`src/hw/rtl/sld_pkg.sv`:
```
// Shared types, codes and the reset link pattern of the static list block.
`timescale 1ns / 1ps
package sld_pkg;

  localparam int PoolSizeDef = 64;
  localparam int SlotW       = 6;
  localparam int ValueW      = 32;
  localparam int ModeW       = 2;
  localparam int StatusW     = 3;

  localparam logic [ModeW-1:0] ModeAppend = 2'd0;
  localparam logic [ModeW-1:0] ModeToggle = 2'd1;
  localparam logic [ModeW-1:0] ModeRead   = 2'd2;

  typedef enum logic [StatusW-1:0] {
    ST_APPENDED = 3'd0,
    ST_INSERTED = 3'd1,
    ST_REMOVED  = 3'd2,
    ST_FULL     = 3'd3,
    ST_ITEM     = 3'd4,
    ST_EMPTY    = 3'd5
  } status_t;

  typedef enum logic [3:0] {
    S_IDLE,
    S_A_RD0,
    S_A_GET0,
    S_A_GETI,
    S_A_GETT,
    S_A_LINK,
    S_T_RDT,
    S_T_STOP,
    S_T_K,
    S_T_CMP,
    S_T_RM1,
    S_T_RM2,
    S_R_0,
    S_R_K,
    S_R_EMIT,
    S_EMIT
  } state_t;

  // Link held by a slot right after reset: slot 0 heads the free chain at 2,
  // slot 1 (list head) is empty, free slots chain upward, the last ends it.
  function automatic logic [SlotW-1:0] reset_link(input int unsigned idx,
                                                  input int unsigned pool);
    logic [SlotW-1:0] res;
    res = '0;
    if (idx == 0) begin
      res = SlotW'(2);
    end else if (idx == 1) begin
      res = '0;
    end else if (idx + 1 < pool) begin
      res = SlotW'(idx + 1);
    end
    return res;
  endfunction

endpackage

```
`src/hw/rtl/sld_ram.sv`:
```
// Generic simple dual-port RAM, one write and one registered read port.
`timescale 1ns / 1ps
module sld_ram #(
  parameter int WIDTH = 32,
  parameter int DEPTH = 64
) (
  input  logic                     clk,
  input  logic                     we,
  input  logic [$clog2(DEPTH)-1:0] waddr,
  input  logic [WIDTH-1:0]         wdata,
  input  logic                     re,
  input  logic [$clog2(DEPTH)-1:0] raddr,
  output logic [WIDTH-1:0]         rdata
);

  logic [WIDTH-1:0] mem [DEPTH];
  logic [WIDTH-1:0] rdata_r;

  always_ff @(posedge clk) begin
    if (we) begin
      mem[waddr] <= wdata;
    end
    if (re) begin
      rdata_r <= mem[raddr];
    end
  end

  assign rdata = rdata_r;

endmodule

```
`src/hw/rtl/sld_link_mem.sv`:
```
// Link store: RAM plus per-slot valid bits that stand in for the reset chain.
`timescale 1ns / 1ps
module sld_link_mem #(
  parameter int DEPTH = sld_pkg::PoolSizeDef
) (
  input  logic                     clk,
  input  logic                     rst_n,
  input  logic                     we,
  input  logic [$clog2(DEPTH)-1:0] waddr,
  input  logic [$clog2(DEPTH)-1:0] wdata,
  input  logic                     re,
  input  logic [$clog2(DEPTH)-1:0] raddr,
  output logic [$clog2(DEPTH)-1:0] rdata
);

  localparam int AW = $clog2(DEPTH);

  logic [DEPTH-1:0] valid_r;
  logic             rvalid_r;
  logic [AW-1:0]    raddr_r;
  logic [AW-1:0]    ram_q;
  logic [AW-1:0]    rst_q;

  sld_ram #(
    .WIDTH (AW),
    .DEPTH (DEPTH)
  ) u_ram (
    .clk   (clk),
    .we    (we),
    .waddr (waddr),
    .wdata (wdata),
    .re    (re),
    .raddr (raddr),
    .rdata (ram_q)
  );

  always_ff @(posedge clk) begin
    if (!rst_n) begin
      valid_r <= '0;
    end else if (we) begin
      valid_r[waddr] <= 1'b1;
    end
  end

  always_ff @(posedge clk) begin
    if (re) begin
      rvalid_r <= valid_r[raddr];
      raddr_r  <= raddr;
    end
  end

  always_comb begin
    logic [sld_pkg::SlotW-1:0] full;
    full  = sld_pkg::reset_link(int'(raddr_r), DEPTH);
    rst_q = full[AW-1:0];
  end

  assign rdata = rvalid_r ? ram_q : rst_q;

endmodule

```
`src/hw/rtl/static_list_symmetric_difference.sv`:
```
// Top level: array-backed linked list with free chain, symmetric difference.
//
// Input channel (in_valid/in_ready, in_mode, in_value): one beat is one
// command. Mode 0 appends a value after the tail of the first set, mode 1
// toggles a value within the first set (remove on match, else insert just
// after that tail), mode 2 reads the whole list out, mode 3 is dropped.
// Result channel (out_valid/out_ready): status, slot, elem_value, last.
// Append and toggle give one beat; read-out gives one beat per list node
// (or one "list empty" beat), last marks the final beat of a command.
// A single shared sequencer walks the link RAM, one node access a cycle
// while it is not held on a full output register. Append allocates the
// free-chain head and links it after the tail; toggle reads the tail link,
// compares the nodes of the first set in turn, then allocates or unlinks;
// read-out emits one beat per node. The link RAM has a single read port.
// in_ready is high only while the sequencer is idle.
// A finished beat sits in the output register, so the next command is taken
// while it waits. If the receiver stalls, read-out pauses on the held beat.
// Reset (rst_n, synchronous, low) restores the free chain at once through
// per-slot valid bits; no clearing pass is needed. Pool full drops the item.
`timescale 1ns / 1ps
module static_list_symmetric_difference #(
  parameter int POOL_SIZE = sld_pkg::PoolSizeDef
) (
  input  logic                          clk,
  input  logic                          rst_n,
  input  logic                          in_valid,
  output logic                          in_ready,
  input  logic [sld_pkg::ModeW-1:0]     in_mode,
  input  logic signed [sld_pkg::ValueW-1:0] in_value,
  output logic                          out_valid,
  input  logic                          out_ready,
  output logic [sld_pkg::StatusW-1:0]   out_status,
  output logic [sld_pkg::SlotW-1:0]     out_slot,
  output logic signed [sld_pkg::ValueW-1:0] out_elem_value,
  output logic                          out_last
);

  localparam int AW = $clog2(POOL_SIZE);
  localparam int CW = AW + 1;
  localparam logic [CW-1:0] PoolC    = CW'(POOL_SIZE);
  localparam logic [CW-1:0] RdLastC  = CW'(POOL_SIZE - 3);
  localparam logic [AW-1:0] HeadSlot = AW'(1);
  localparam logic [AW-1:0] FreeSlot = AW'(0);

  // Sequencer state and working registers
  sld_pkg::state_t  state_r, state_nxt;
  logic [sld_pkg::ModeW-1:0]  mode_r, mode_nxt;
  logic [sld_pkg::ValueW-1:0] v_r, v_nxt;
  logic [AW-1:0]    tail_r, tail_nxt;
  logic [AW-1:0]    k_r, k_nxt;
  logic [AW-1:0]    p_r, p_nxt;
  logic [AW-1:0]    stop_r, stop_nxt;
  logic [CW-1:0]    n_r, n_nxt;
  sld_pkg::status_t res_r, res_nxt;

  // Output register
  logic                       out_valid_r, out_valid_nxt;
  sld_pkg::status_t           ost_r, ost_nxt;
  logic [AW-1:0]              oslot_r, oslot_nxt;
  logic [sld_pkg::ValueW-1:0] oval_r, oval_nxt;
  logic                       olast_r, olast_nxt;

  // Memory ports
  logic          lk_we, lk_re;
  logic [AW-1:0] lk_waddr, lk_wdata, lk_raddr, lk_rdata;
  logic          vl_we, vl_re;
  logic [AW-1:0] vl_waddr, vl_raddr;
  logic [sld_pkg::ValueW-1:0] vl_rdata;

  logic out_free;
  logic load;
  logic [CW-1:0] n_inc;
  logic          rd_last;

  sld_link_mem #(
    .DEPTH (POOL_SIZE)
  ) u_link (
    .clk   (clk),
    .rst_n (rst_n),
    .we    (lk_we),
    .waddr (lk_waddr),
    .wdata (lk_wdata),
    .re    (lk_re),
    .raddr (lk_raddr),
    .rdata (lk_rdata)
  );

  // node values: undefined until a slot is allocated
  sld_ram #(
    .WIDTH (sld_pkg::ValueW),
    .DEPTH (POOL_SIZE)
  ) u_value (
    .clk   (clk),
    .we    (vl_we),
    .waddr (vl_waddr),
    .wdata (v_r),
    .re    (vl_re),
    .raddr (vl_raddr),
    .rdata (vl_rdata)
  );

  assign out_free = !out_valid_r || out_ready;
  assign n_inc    = n_r + CW'(1);
  assign rd_last  = (lk_rdata == '0) || (n_r == RdLastC);

  always_ff @(posedge clk) begin
    if (!rst_n) begin
      state_r     <= sld_pkg::S_IDLE;
      tail_r      <= HeadSlot;
      out_valid_r <= 1'b0;
    end else begin
      state_r     <= state_nxt;
      tail_r      <= tail_nxt;
      out_valid_r <= out_valid_nxt;
    end
  end

  always_ff @(posedge clk) begin
    mode_r  <= mode_nxt;
    v_r     <= v_nxt;
    k_r     <= k_nxt;
    p_r     <= p_nxt;
    stop_r  <= stop_nxt;
    n_r     <= n_nxt;
    res_r   <= res_nxt;
    ost_r   <= ost_nxt;
    oslot_r <= oslot_nxt;
    oval_r  <= oval_nxt;
    olast_r <= olast_nxt;
  end

  always_comb begin
    state_nxt = state_r;
    mode_nxt  = mode_r;
    v_nxt     = v_r;
    tail_nxt  = tail_r;
    k_nxt     = k_r;
    p_nxt     = p_r;
    stop_nxt  = stop_r;
    n_nxt     = n_r;
    res_nxt   = res_r;
    in_ready  = 1'b0;
    load      = 1'b0;
    ost_nxt   = ost_r;
    oslot_nxt = oslot_r;
    oval_nxt  = oval_r;
    olast_nxt = olast_r;
    lk_we     = 1'b0;
    lk_waddr  = '0;
    lk_wdata  = '0;
    lk_re     = 1'b0;
    lk_raddr  = '0;
    vl_we     = 1'b0;
    vl_waddr  = k_r;
    vl_re     = 1'b0;
    vl_raddr  = '0;

    case (state_r)
      sld_pkg::S_IDLE: begin
        in_ready = 1'b1;
        if (in_valid) begin
          mode_nxt = in_mode;
          v_nxt    = in_value;
          case (in_mode)
            sld_pkg::ModeAppend: state_nxt = sld_pkg::S_A_RD0;
            sld_pkg::ModeToggle: state_nxt = sld_pkg::S_T_RDT;
            sld_pkg::ModeRead:   state_nxt = sld_pkg::S_R_0;
            default:             state_nxt = sld_pkg::S_IDLE;
          endcase
        end
      end

      // allocate a free slot and link it after the tail
      sld_pkg::S_A_RD0: begin
        lk_re     = 1'b1;
        lk_raddr  = FreeSlot;
        state_nxt = sld_pkg::S_A_GET0;
      end
      sld_pkg::S_A_GET0: begin
        if (lk_rdata == '0) begin
          res_nxt   = sld_pkg::ST_FULL;
          k_nxt     = '0;
          state_nxt = sld_pkg::S_EMIT;
        end else begin
          k_nxt     = lk_rdata;
          lk_re     = 1'b1;
          lk_raddr  = lk_rdata;
          state_nxt = sld_pkg::S_A_GETI;
        end
      end
      sld_pkg::S_A_GETI: begin
        lk_we     = 1'b1;
        lk_waddr  = FreeSlot;
        lk_wdata  = lk_rdata;
        lk_re     = 1'b1;
        lk_raddr  = tail_r;
        state_nxt = sld_pkg::S_A_GETT;
      end
      sld_pkg::S_A_GETT: begin
        lk_we     = 1'b1;
        lk_waddr  = k_r;
        lk_wdata  = lk_rdata;
        vl_we     = 1'b1;
        state_nxt = sld_pkg::S_A_LINK;
      end
      sld_pkg::S_A_LINK: begin
        lk_we    = 1'b1;
        lk_waddr = tail_r;
        lk_wdata = k_r;
        if (mode_r == sld_pkg::ModeAppend) begin
          tail_nxt = k_r;
          res_nxt  = sld_pkg::ST_APPENDED;
        end else begin
          res_nxt  = sld_pkg::ST_INSERTED;
        end
        state_nxt = sld_pkg::S_EMIT;
      end

      // toggle: search head..tail for the value
      sld_pkg::S_T_RDT: begin
        lk_re     = 1'b1;
        lk_raddr  = tail_r;
        state_nxt = sld_pkg::S_T_STOP;
      end
      sld_pkg::S_T_STOP: begin
        stop_nxt  = lk_rdata;
        p_nxt     = HeadSlot;
        n_nxt     = '0;
        lk_re     = 1'b1;
        lk_raddr  = HeadSlot;
        state_nxt = sld_pkg::S_T_K;
      end
      sld_pkg::S_T_K: begin
        if (lk_rdata == stop_r || lk_rdata < AW'(2)) begin
          state_nxt = sld_pkg::S_A_RD0;
        end else begin
          k_nxt     = lk_rdata;
          lk_re     = 1'b1;
          lk_raddr  = lk_rdata;
          vl_re     = 1'b1;
          vl_raddr  = lk_rdata;
          state_nxt = sld_pkg::S_T_CMP;
        end
      end
      sld_pkg::S_T_CMP: begin
        if (vl_rdata == v_r) begin
          // unlink: predecessor skips the node
          lk_we     = 1'b1;
          lk_waddr  = p_r;
          lk_wdata  = lk_rdata;
          lk_re     = 1'b1;
          lk_raddr  = FreeSlot;
          state_nxt = sld_pkg::S_T_RM1;
        end else begin
          p_nxt = k_r;
          n_nxt = n_inc;
          if (lk_rdata == stop_r || lk_rdata < AW'(2) || n_inc >= PoolC) begin
            state_nxt = sld_pkg::S_A_RD0;
          end else begin
            k_nxt    = lk_rdata;
            lk_re    = 1'b1;
            lk_raddr = lk_rdata;
            vl_re    = 1'b1;
            vl_raddr = lk_rdata;
          end
        end
      end
      sld_pkg::S_T_RM1: begin
        lk_we     = 1'b1;
        lk_waddr  = k_r;
        lk_wdata  = lk_rdata;
        state_nxt = sld_pkg::S_T_RM2;
      end
      sld_pkg::S_T_RM2: begin
        lk_we    = 1'b1;
        lk_waddr = FreeSlot;
        lk_wdata = k_r;
        if (tail_r == k_r) begin
          tail_nxt = p_r;
        end
        res_nxt   = sld_pkg::ST_REMOVED;
        state_nxt = sld_pkg::S_EMIT;
      end

      // read-out walk
      sld_pkg::S_R_0: begin
        lk_re     = 1'b1;
        lk_raddr  = HeadSlot;
        state_nxt = sld_pkg::S_R_K;
      end
      sld_pkg::S_R_K: begin
        if (lk_rdata == '0) begin
          res_nxt   = sld_pkg::ST_EMPTY;
          k_nxt     = '0;
          state_nxt = sld_pkg::S_EMIT;
        end else begin
          k_nxt     = lk_rdata;
          n_nxt     = '0;
          lk_re     = 1'b1;
          lk_raddr  = lk_rdata;
          vl_re     = 1'b1;
          vl_raddr  = lk_rdata;
          state_nxt = sld_pkg::S_R_EMIT;
        end
      end
      sld_pkg::S_R_EMIT: begin
        if (out_free) begin
          load      = 1'b1;
          ost_nxt   = sld_pkg::ST_ITEM;
          oslot_nxt = k_r;
          oval_nxt  = vl_rdata;
          olast_nxt = rd_last;
          if (rd_last) begin
            state_nxt = sld_pkg::S_IDLE;
          end else begin
            k_nxt    = lk_rdata;
            n_nxt    = n_inc;
            lk_re    = 1'b1;
            lk_raddr = lk_rdata;
            vl_re    = 1'b1;
            vl_raddr = lk_rdata;
          end
        end
      end

      // single-beat result
      sld_pkg::S_EMIT: begin
        if (out_free) begin
          load      = 1'b1;
          ost_nxt   = res_r;
          oslot_nxt = k_r;
          oval_nxt  = (res_r == sld_pkg::ST_EMPTY) ? '0 : v_r;
          olast_nxt = 1'b1;
          state_nxt = sld_pkg::S_IDLE;
        end
      end

      default: begin
        state_nxt = sld_pkg::S_IDLE;
      end
    endcase

    if (load) begin
      out_valid_nxt = 1'b1;
    end else if (out_ready) begin
      out_valid_nxt = 1'b0;
    end else begin
      out_valid_nxt = out_valid_r;
    end
  end

  always_comb begin
    out_slot           = '0;
    out_slot[AW-1:0]   = oslot_r;
  end

  assign out_valid      = out_valid_r;
  assign out_status     = ost_r;
  assign out_elem_value = oval_r;
  assign out_last       = olast_r;

endmodule

```
`config.mk`:
```
export PLATFORM = sky130hd
export DESIGN_NAME = static_list_symmetric_difference
export DESIGN_NICKNAME = d
export VERILOG_FILES = /design/src/hw/rtl/sld_pkg.sv /design/src/hw/rtl/sld_ram.sv /design/src/hw/rtl/sld_link_mem.sv /design/src/hw/rtl/static_list_symmetric_difference.sv
export SDC_FILE = /design/constraint.sdc
export NUM_CORES = 2
export LEC_CHECK = 0
export ABC_CLOCK_PERIOD_IN_PS = 6300
export BUFFER_PORTS_ARGS = -buffer_cell sky130_fd_sc_hd__buf_2
export CAP_MARGIN = 20
export CORE_MARGIN = 2
export CORE_UTILIZATION = 45
export DETAILED_ROUTE_END_ITERATION = 8
export GPL_ROUTABILITY_DRIVEN = 0
export PLACE_DENSITY_LB_ADDON = 0.05
export REMOVE_ABC_BUFFERS = 1
export SLEW_MARGIN = 20
export SYNTH_ARGS = -nofsm -noshare
export SYNTH_HDL_FRONTEND = slang
export SYNTH_SLANG_ARGS = --single-unit
```
`constraint.sdc`:
```
create_clock -name clk -period 6.3 [get_ports clk]
set_input_delay 1.26 -clock clk [delete_from_list [all_inputs] [get_ports clk]]
set_output_delay 1.26 -clock clk [all_outputs]
set_load 0.005 [all_outputs]
```
======== After elaboration in Yosys (flattened, before gate mapping) ========
Memories as Yosys holds them, arrays and structs flattened. A register that Yosys moved wholly into a read port is not among the register bits.
Index checks and enable logic that the tools add are counted.
storage, ports and cells
  word-level logic and storage cells ...... 183
  memories kept ........................... 2
  input port bits ......................... 38
  output and inout bits ................... 44
  memory bits (writable) .................. 2432
  register bits ........................... 186
operators by class
  muxes and demuxes ....................... 82
  reductions and logical operators ........ 36
  bitwise gates (word level) .............. 1
  magnitude comparators ................... 6
  equal/unequal tests ..................... 37
  $add $sub $neg .......................... 2
memory list
  name              depth  width  read ports  clocked after memory_dff  write ports  RTL line       text
  u_value.mem       64     32     1           1                         1            sld_ram.sv:16  logic [WIDTH-1:0] mem [DEPTH];
  u_link.u_ram.mem  64     6      1           1                         1            sld_ram.sv:16
operators with widths
  cell                 count
  $mux 6               20
  $mux 32              3
  $or 64x64->64        1
  $pmux 32 s2          1
  $pmux 4 s15          1
  $pmux 6 s4           2
  $pmux 6 s3           2
  $pmux 6 s6           1
  $eq 32x32->1         1
  $eq 4x4->1 const B   8
  $lt 32x7->1 const B  1
  $mux 4               8
  $mux 7               4
  $pmux 7 s4           1
  $ne 2x2->1 const B   13
  $mux 1               24
  $pmux 6 s2           2
  $eq 4x3->1 const B   4
  $lt 6x7->1 const B   2
  $eq 6x6->1           2
  $logic_not 6->1      2
  $mux 3               4
  $pmux 3 s4           1
  $pmux 4 s3           1
  33 further kinds     55

======== Logic depth before layout (Yosys ltp) ========
  depth in word-level cells ............... 14
  gate-level depth with buffers ........... 20
  depth with buffers taken out ............ 16

======== By module ========
From an unflattened synthesis, not the netlist that was laid out.
second synthesis, totals
  cell total of the unflattened synthesis .. 4831
  area, all modules ....................... 102973.8 um^2
by module, submodules not included
  module                            cells each  area an instance (um^2)  instances  sequential area each (um^2)
  sld_ram at u_value                3324        78835.6                  1          62459.9
  sld_ram at u_link.u_ram           729         15265.9                  1          11711.2
  static_list_symmetric_difference  466         5662.9                   1          3343.2
  sld_link_mem                      312         3209.3                   1          1491.4

======== Worst setup path after synthesis ========
OpenSTA, ideal clock, no wires.
  path type ............................... flip-flop to flip-flop
  start ................................... reg state_r[0]
  end ..................................... mem u_value.mem[32][0], enable pin
  data required time ...................... 5798 ps
  cell stages (with the launch flop) ...... 6
  buffers on the path ..................... 2
  slack ................................... 1218 ps
  library setup time ...................... 502 ps
  period minus slack after synthesis ...... 5082 ps
  data arrival time ....................... 4580 ps
  path through ............................ dfxtp_1 -> clkbuf_1 -> buf_1 -> nor3_1 -> nand3_1 -> nor4_1
between the ends
  cells in the longest elaborated chain, start to end .. 4
ends and longest elaborated chain
  what                          RTL line                                 text
  start, declared               static_list_symmetric_difference.sv:46   sld_pkg::state_t state_r, state_nxt;
  start signal, assigned        static_list_symmetric_difference.sv:108  state_r <= sld_pkg::S_IDLE;
  start signal, assigned        static_list_symmetric_difference.sv:112  state_r <= state_nxt;
  $eq 4x3->1                    static_list_symmetric_difference.sv:158  case (state_r)
  $mux 1                        static_list_symmetric_difference.sv:158
  $mux 1                        sld_ram.sv:20                            if (we) begin
  $mux 1 (implied by the code)  sld_ram.sv:21                            mem[waddr] <= wdata;
  end, declared                 sld_ram.sv:16
Every way passes these cells.

======== Worst setup path in the final report ========
  start ................................... reg u_link.rvalid_r
  end ..................................... reg u_value.rdata_r[10], in the netlist u_value.rdata[10], read port of u_value.mem (data pin)
between the ends
  cells in the longest elaborated chain, start to end .. 7
  elaborated cells on any way between the ends .. 21
  classes of those cells .................. order compare (1); eq/ne (1); mux (15); reduce/logical (4)
ends and longest elaborated chain
  what                                             RTL line                                                                          text
  start, declared                                  sld_link_mem.sv:19                                                                logic rvalid_r;
  start signal, assigned                           sld_link_mem.sv:47                                                                rvalid_r <= valid_r[raddr];
  $mux 6 (*)                                       sld_link_mem.sv:58                                                                assign rdata = rvalid_r ? ram_q : rst_q;
  $lt 6x2->1 / $eq 6x6->1 (equally long branches)  static_list_symmetric_difference.sv:234, static_list_symmetric_difference.sv:257
  $logic_or 1x1->1                                 static_list_symmetric_difference.sv:234, static_list_symmetric_difference.sv:257
  $logic_or 1x1->1                                 static_list_symmetric_difference.sv:257                                           if (lk_rdata == stop_r || lk_rdata < AW'(2) || n_inc >= PoolC) begin
  $mux 6 / $mux 1 (equally long branches)          static_list_symmetric_difference.sv:257
  $mux 6 / $mux 1 (equally long branches)          static_list_symmetric_difference.sv:246                                           if (vl_rdata == v_r) begin
  $pmux 6 s4 / $pmux 1 s4 (equally long branches)  static_list_symmetric_difference.sv:158
  end, declared                                    sld_ram.sv:17                                                                     logic [WIDTH-1:0] rdata_r;
Every way passes the cells marked *; elsewhere a longest branch is shown, timed or not.
A chain may end at the register's enable or synchronous reset.

==> key figures <==
Clocking
  – Reg clk slew, reported paths: 0.06 ns
  – CTS tree: built
  – Clk root buf: clkbuf_16
  – Clock Latency Late Sink: 0.94 ns
  – H-tree depth: 5
  – TritonCTS Buffers: 300
  – CTS Buffer Depth: 4
  – Hold buffer count at CTS: 0
  – CTS Sinks: 2656

Final layout
  – Layout cells sized above 1: 0.118
  – Synth-to-Final Area Change: 14.2%
  – Final non-filler cell total: 10700
  – NumNets Final: 7525

Routing
  – DRT met1 WL: 150 mm
  – WL met2: 162 mm
  – Vias: 67000
  – WL met3: 32.4 mm
  – DRT Pass-1 Iters: 8
  – Detail Route Antenna Nets: 0
  – Vias per cell: 6.25
  – Top layer in use: met5
  – Final wirelength: 356 mm
  – DRC: 0
  – WL/cell: 33.2 um
  – Number of DRC markers in iteration 0: 8934

Floorplan
  – Floorplan die height: 486 um
  – I/O pins: 82
  – Core box area: 0.230 mm2
  – Initial Util: 0.454
  – Die W: 486 um
  – Full die area: 0.236 mm2
  – Row Count: 176

Placement
  – DP Worst Slack: -0.405 ns
  – Dpl cells: 10200
  – Input/output buffers: 81
  – Detail Placement HPWL: 217 mm

Logic synthesis
  – Asr flop ratio synth: 0
  – Area leader, netlist: edfxtp_1
  – Seq cells post-synth: 2656
  – Mapped Area: 0.104 mm2
  – Register area share after synthesis: 0.756
  – Yosys top cell area share: 0.742
  – Count leader, synth: edfxtp_1
  – Post-synth EDFFs: 2581
  – Distinct cells, synth: 90
  – Top cells by area, synth: edfxtp_1 (74%), nand2_1 (4.6%), a21oi_1 (2.3%)
  – Syn Inst Count: 7272
  – Synth top cells by count: edfxtp_1 (2581), nand2_1 (1281), a21oi_1 (489)
  – Yosys Warn Count: 0
  – Main synth FF type: edfxtp_1
  – Avg Inst Size Synth: 14.4 um2

Power
  – Switch share: 0.370
  – Power Dens Cells: 468 mW/mm2
  – Static Leakage: 39.0 nW
  – Power Internal: 35.2 mW
  – Sw power: 20.7 mW
  – Comb power frac: 0.315
  – Sequential power share: 0.396
  – Clk pwr share: 0.289
  – Worst VDD drop: 0.000502 V

Timing
  – Final worst path period need: 6.12 ns
  – Clk_skew: 0.0683 ns
  – Max Freq: 163 MHz
  – Max-slew headroom: 0.231
  – RSZ-0062 raised after global routing: no
  – Slew Limit Fails: 0
  – Fin. Hold Viols: 0
  – Worst-Margin Slew: 1.14 ns
  – # setup viols final: 0
  – Final worst setup slack: 0.178 ns
  – Final period utilization: 0.972

Worst setup path
  – CP Data Required Time: 6.93 ns
  – CP Max Fanout: 28
  – CP arrival: 6.75 ns
  – CP Class: reg -> reg
  – Startpoint types: register
  – CP Capture Type: register

Hold path
  – Hold Crit Class: reg -> reg

Global route
  – Initial antenna violation count: 19
  – GRT Total Usage: 0.297
  – First-pass GRT wire length: 500 mm
  – Largest net degree at the start of global routing: 118
  – Vias in the first global route: 63700
  – Final global-route overflow total: 0

Job
  – Max Cap Viol: 0

Run status
  – Status: completed
placed cells by master (no fill, tap or decap), types with 13 or more instances in the layout:
cell type | netlist | final
o22ai_1 | 34 | 33
a221o_1 | 32 | 32
clkbuf_16 | 0 | 307
o22a_1 | 23 | 23
a22oi_1 | 14 | 13
a22o_1 | 40 | 34
a21oi_1 | 489 | 473
o221ai_1 | 119 | 119
and3_1 | 74 | 74
clkinv_1 | 2 | 62
o211ai_1 | 67 | 67
edfxtp_1 | 2581 | 2581
o21a_1 | 94 | 94
o21ai_1 | 62 | 60
nor3_1 | 21 | 20
inv_1 | 25 | 22
nand2_1 | 1281 | 1279
o311ai_1 | 21 | 21
a31oi_1 | 187 | 186
a211oi_1 | 140 | 136
buf_12 | 0 | 40
clkinv_2 | 0 | 25
nand3_1 | 207 | 207
buf_4 | 1 | 271
a221oi_1 | 140 | 137
o21ai_0 | 150 | 146
xor2_1 | 40 | 40
o2111ai_1 | 13 | 13
a32o_1 | 28 | 28
dfxtp_1 | 75 | 75
nor2_1 | 338 | 266
nand4_1 | 30 | 30
clkbuf_1 | 346 | 95
a311oi_1 | 34 | 34
mux2i_1 | 218 | 218
o32ai_1 | 20 | 20
buf_2 | 70 | 81
nor2_4 | 0 | 69
metal layers:
metal / vias to the layer above / track usage
met5: - / 0
li1: 28600 / -
met3: 520 / 0.0651
met2: 3135 / 0.455
met1: 34800 / 0.423
met4: 6 / 0.0943
logic make-up (layout without fill, tap and decap cells):
| kind of cell | after synthesis | count (layout) | synth area share |
|---|---|---|---|
| AOI/OAI and AO/OA | 1786 | 1786 | 0.117 |
| muxes | 220 | 220 | 0.0211 |
| other | 0 | 11 | 0 |
| xor gates and xnor gates | 51 | 51 | 0.00428 |
| adders and majority gates | 9 | 9 | 0.00105 |
| buffers and inverters | 517 | 931 | 0.0196 |
| DFF | 2656 | 2656 | 0.756 |
| and+or+nand+nor | 2033 | 2033 | 0.0806 |
area by class of cell:
class / instances / area [um2]
clock buffers: 406 / 8090
multi-input cells: 4099 / 24300
repair buffers: 392 / 3240
inverters: 30 / 130
flip-flops and latches: 2656 / 79000
fillers: 19400 / 111000
diodes: 11 / 27.5
well taps: 3026 / 3790
clock inverters: 103 / 697
metrics by stage:
step	total power, mW	hold slack (ns)	setup TNS (ns)	utilization	instance area (um2)
3_5_place_dp	39.9	0.447	-3.40	0.479	110000
3_3_place_gp	39.8	0.440	-3.28	0.479	110000
4_1_cts	55.9	0.457	0	0.517	119000
5_1_grt	57.7	0.474	0	0.518	119000
2_1_floorplan	30.0	0.433	-3072.40	-	103000
6_report	55.8	0.458	0	0.518	119000
final timing paths:
path	endpoint	start	slack [ns]	depth (start not counted)
setup / recovery	u_value.rdata[10]$_DFFE_PP_	u_link.rvalid_r$_DFFE_PP_	0.18	12
hold reg to reg	u_link.valid_r[0]$_SDFFE_PN0P_	u_link.valid_r[0]$_SDFFE_PN0P_	0.46	1
setup reg to reg	u_value.rdata[10]$_DFFE_PP_	u_link.rvalid_r$_DFFE_PP_	0.18	12
hold / removal	u_link.valid_r[0]$_SDFFE_PN0P_	u_link.valid_r[0]$_SDFFE_PN0P_	0.46	1
state kept, by name, indices dropped and copies added, names as in the netlist, 2 cells and up:
name and count:
u_link.u_ram.mem 384, stop_r 6, u_link.u_ram.rdata 6, u_link.raddr_r 6
u_value.mem 2048, tail_r 6, u_value.rdata 32, out_slot 6
p_r 6, v_r 32, out_status 3, mode_r 2
state_r 4, n_r 7, out_elem_value 32, k_r 6
u_link.valid_r 64, res_r 3
worst max-delay path, stage by stage, from the launching register on:
cell and delay (ns):
edfxtp_1 0.82, inv_1 0.34, or4_1 0.60, a211oi_2 0.45, a21bo_2 0.31, o41a_1 0.81, a21oi_4 0.27, buf_4 0.35
buf_4 0.29, a221oi_1 0.74, o211ai_1 0.19, a21oi_2 0.42, o32ai_1 0.15
power by group through the flow:
stage	clock network, mW	registers, mW	logic [mW]
2_1_floorplan	0	22.7	7.23
3_3_place_gp	0	22.5	17.3
3_5_place_dp	0	22.5	17.4
4_1_cts	16.3	22.1	17.5
5_1_grt	17.0	22.1	18.6
6_report	16.1	22.1	17.6
what timing repair did:
action / in CTS / in global routing
pin swaps: 0 / 1
buffers inserted: 0 / 6
setup endpoints to repair: 16 / 16
gates cloned: 0 / 0
gates resized for setup: 15 / 3
(Power assumes the default switching activity.)
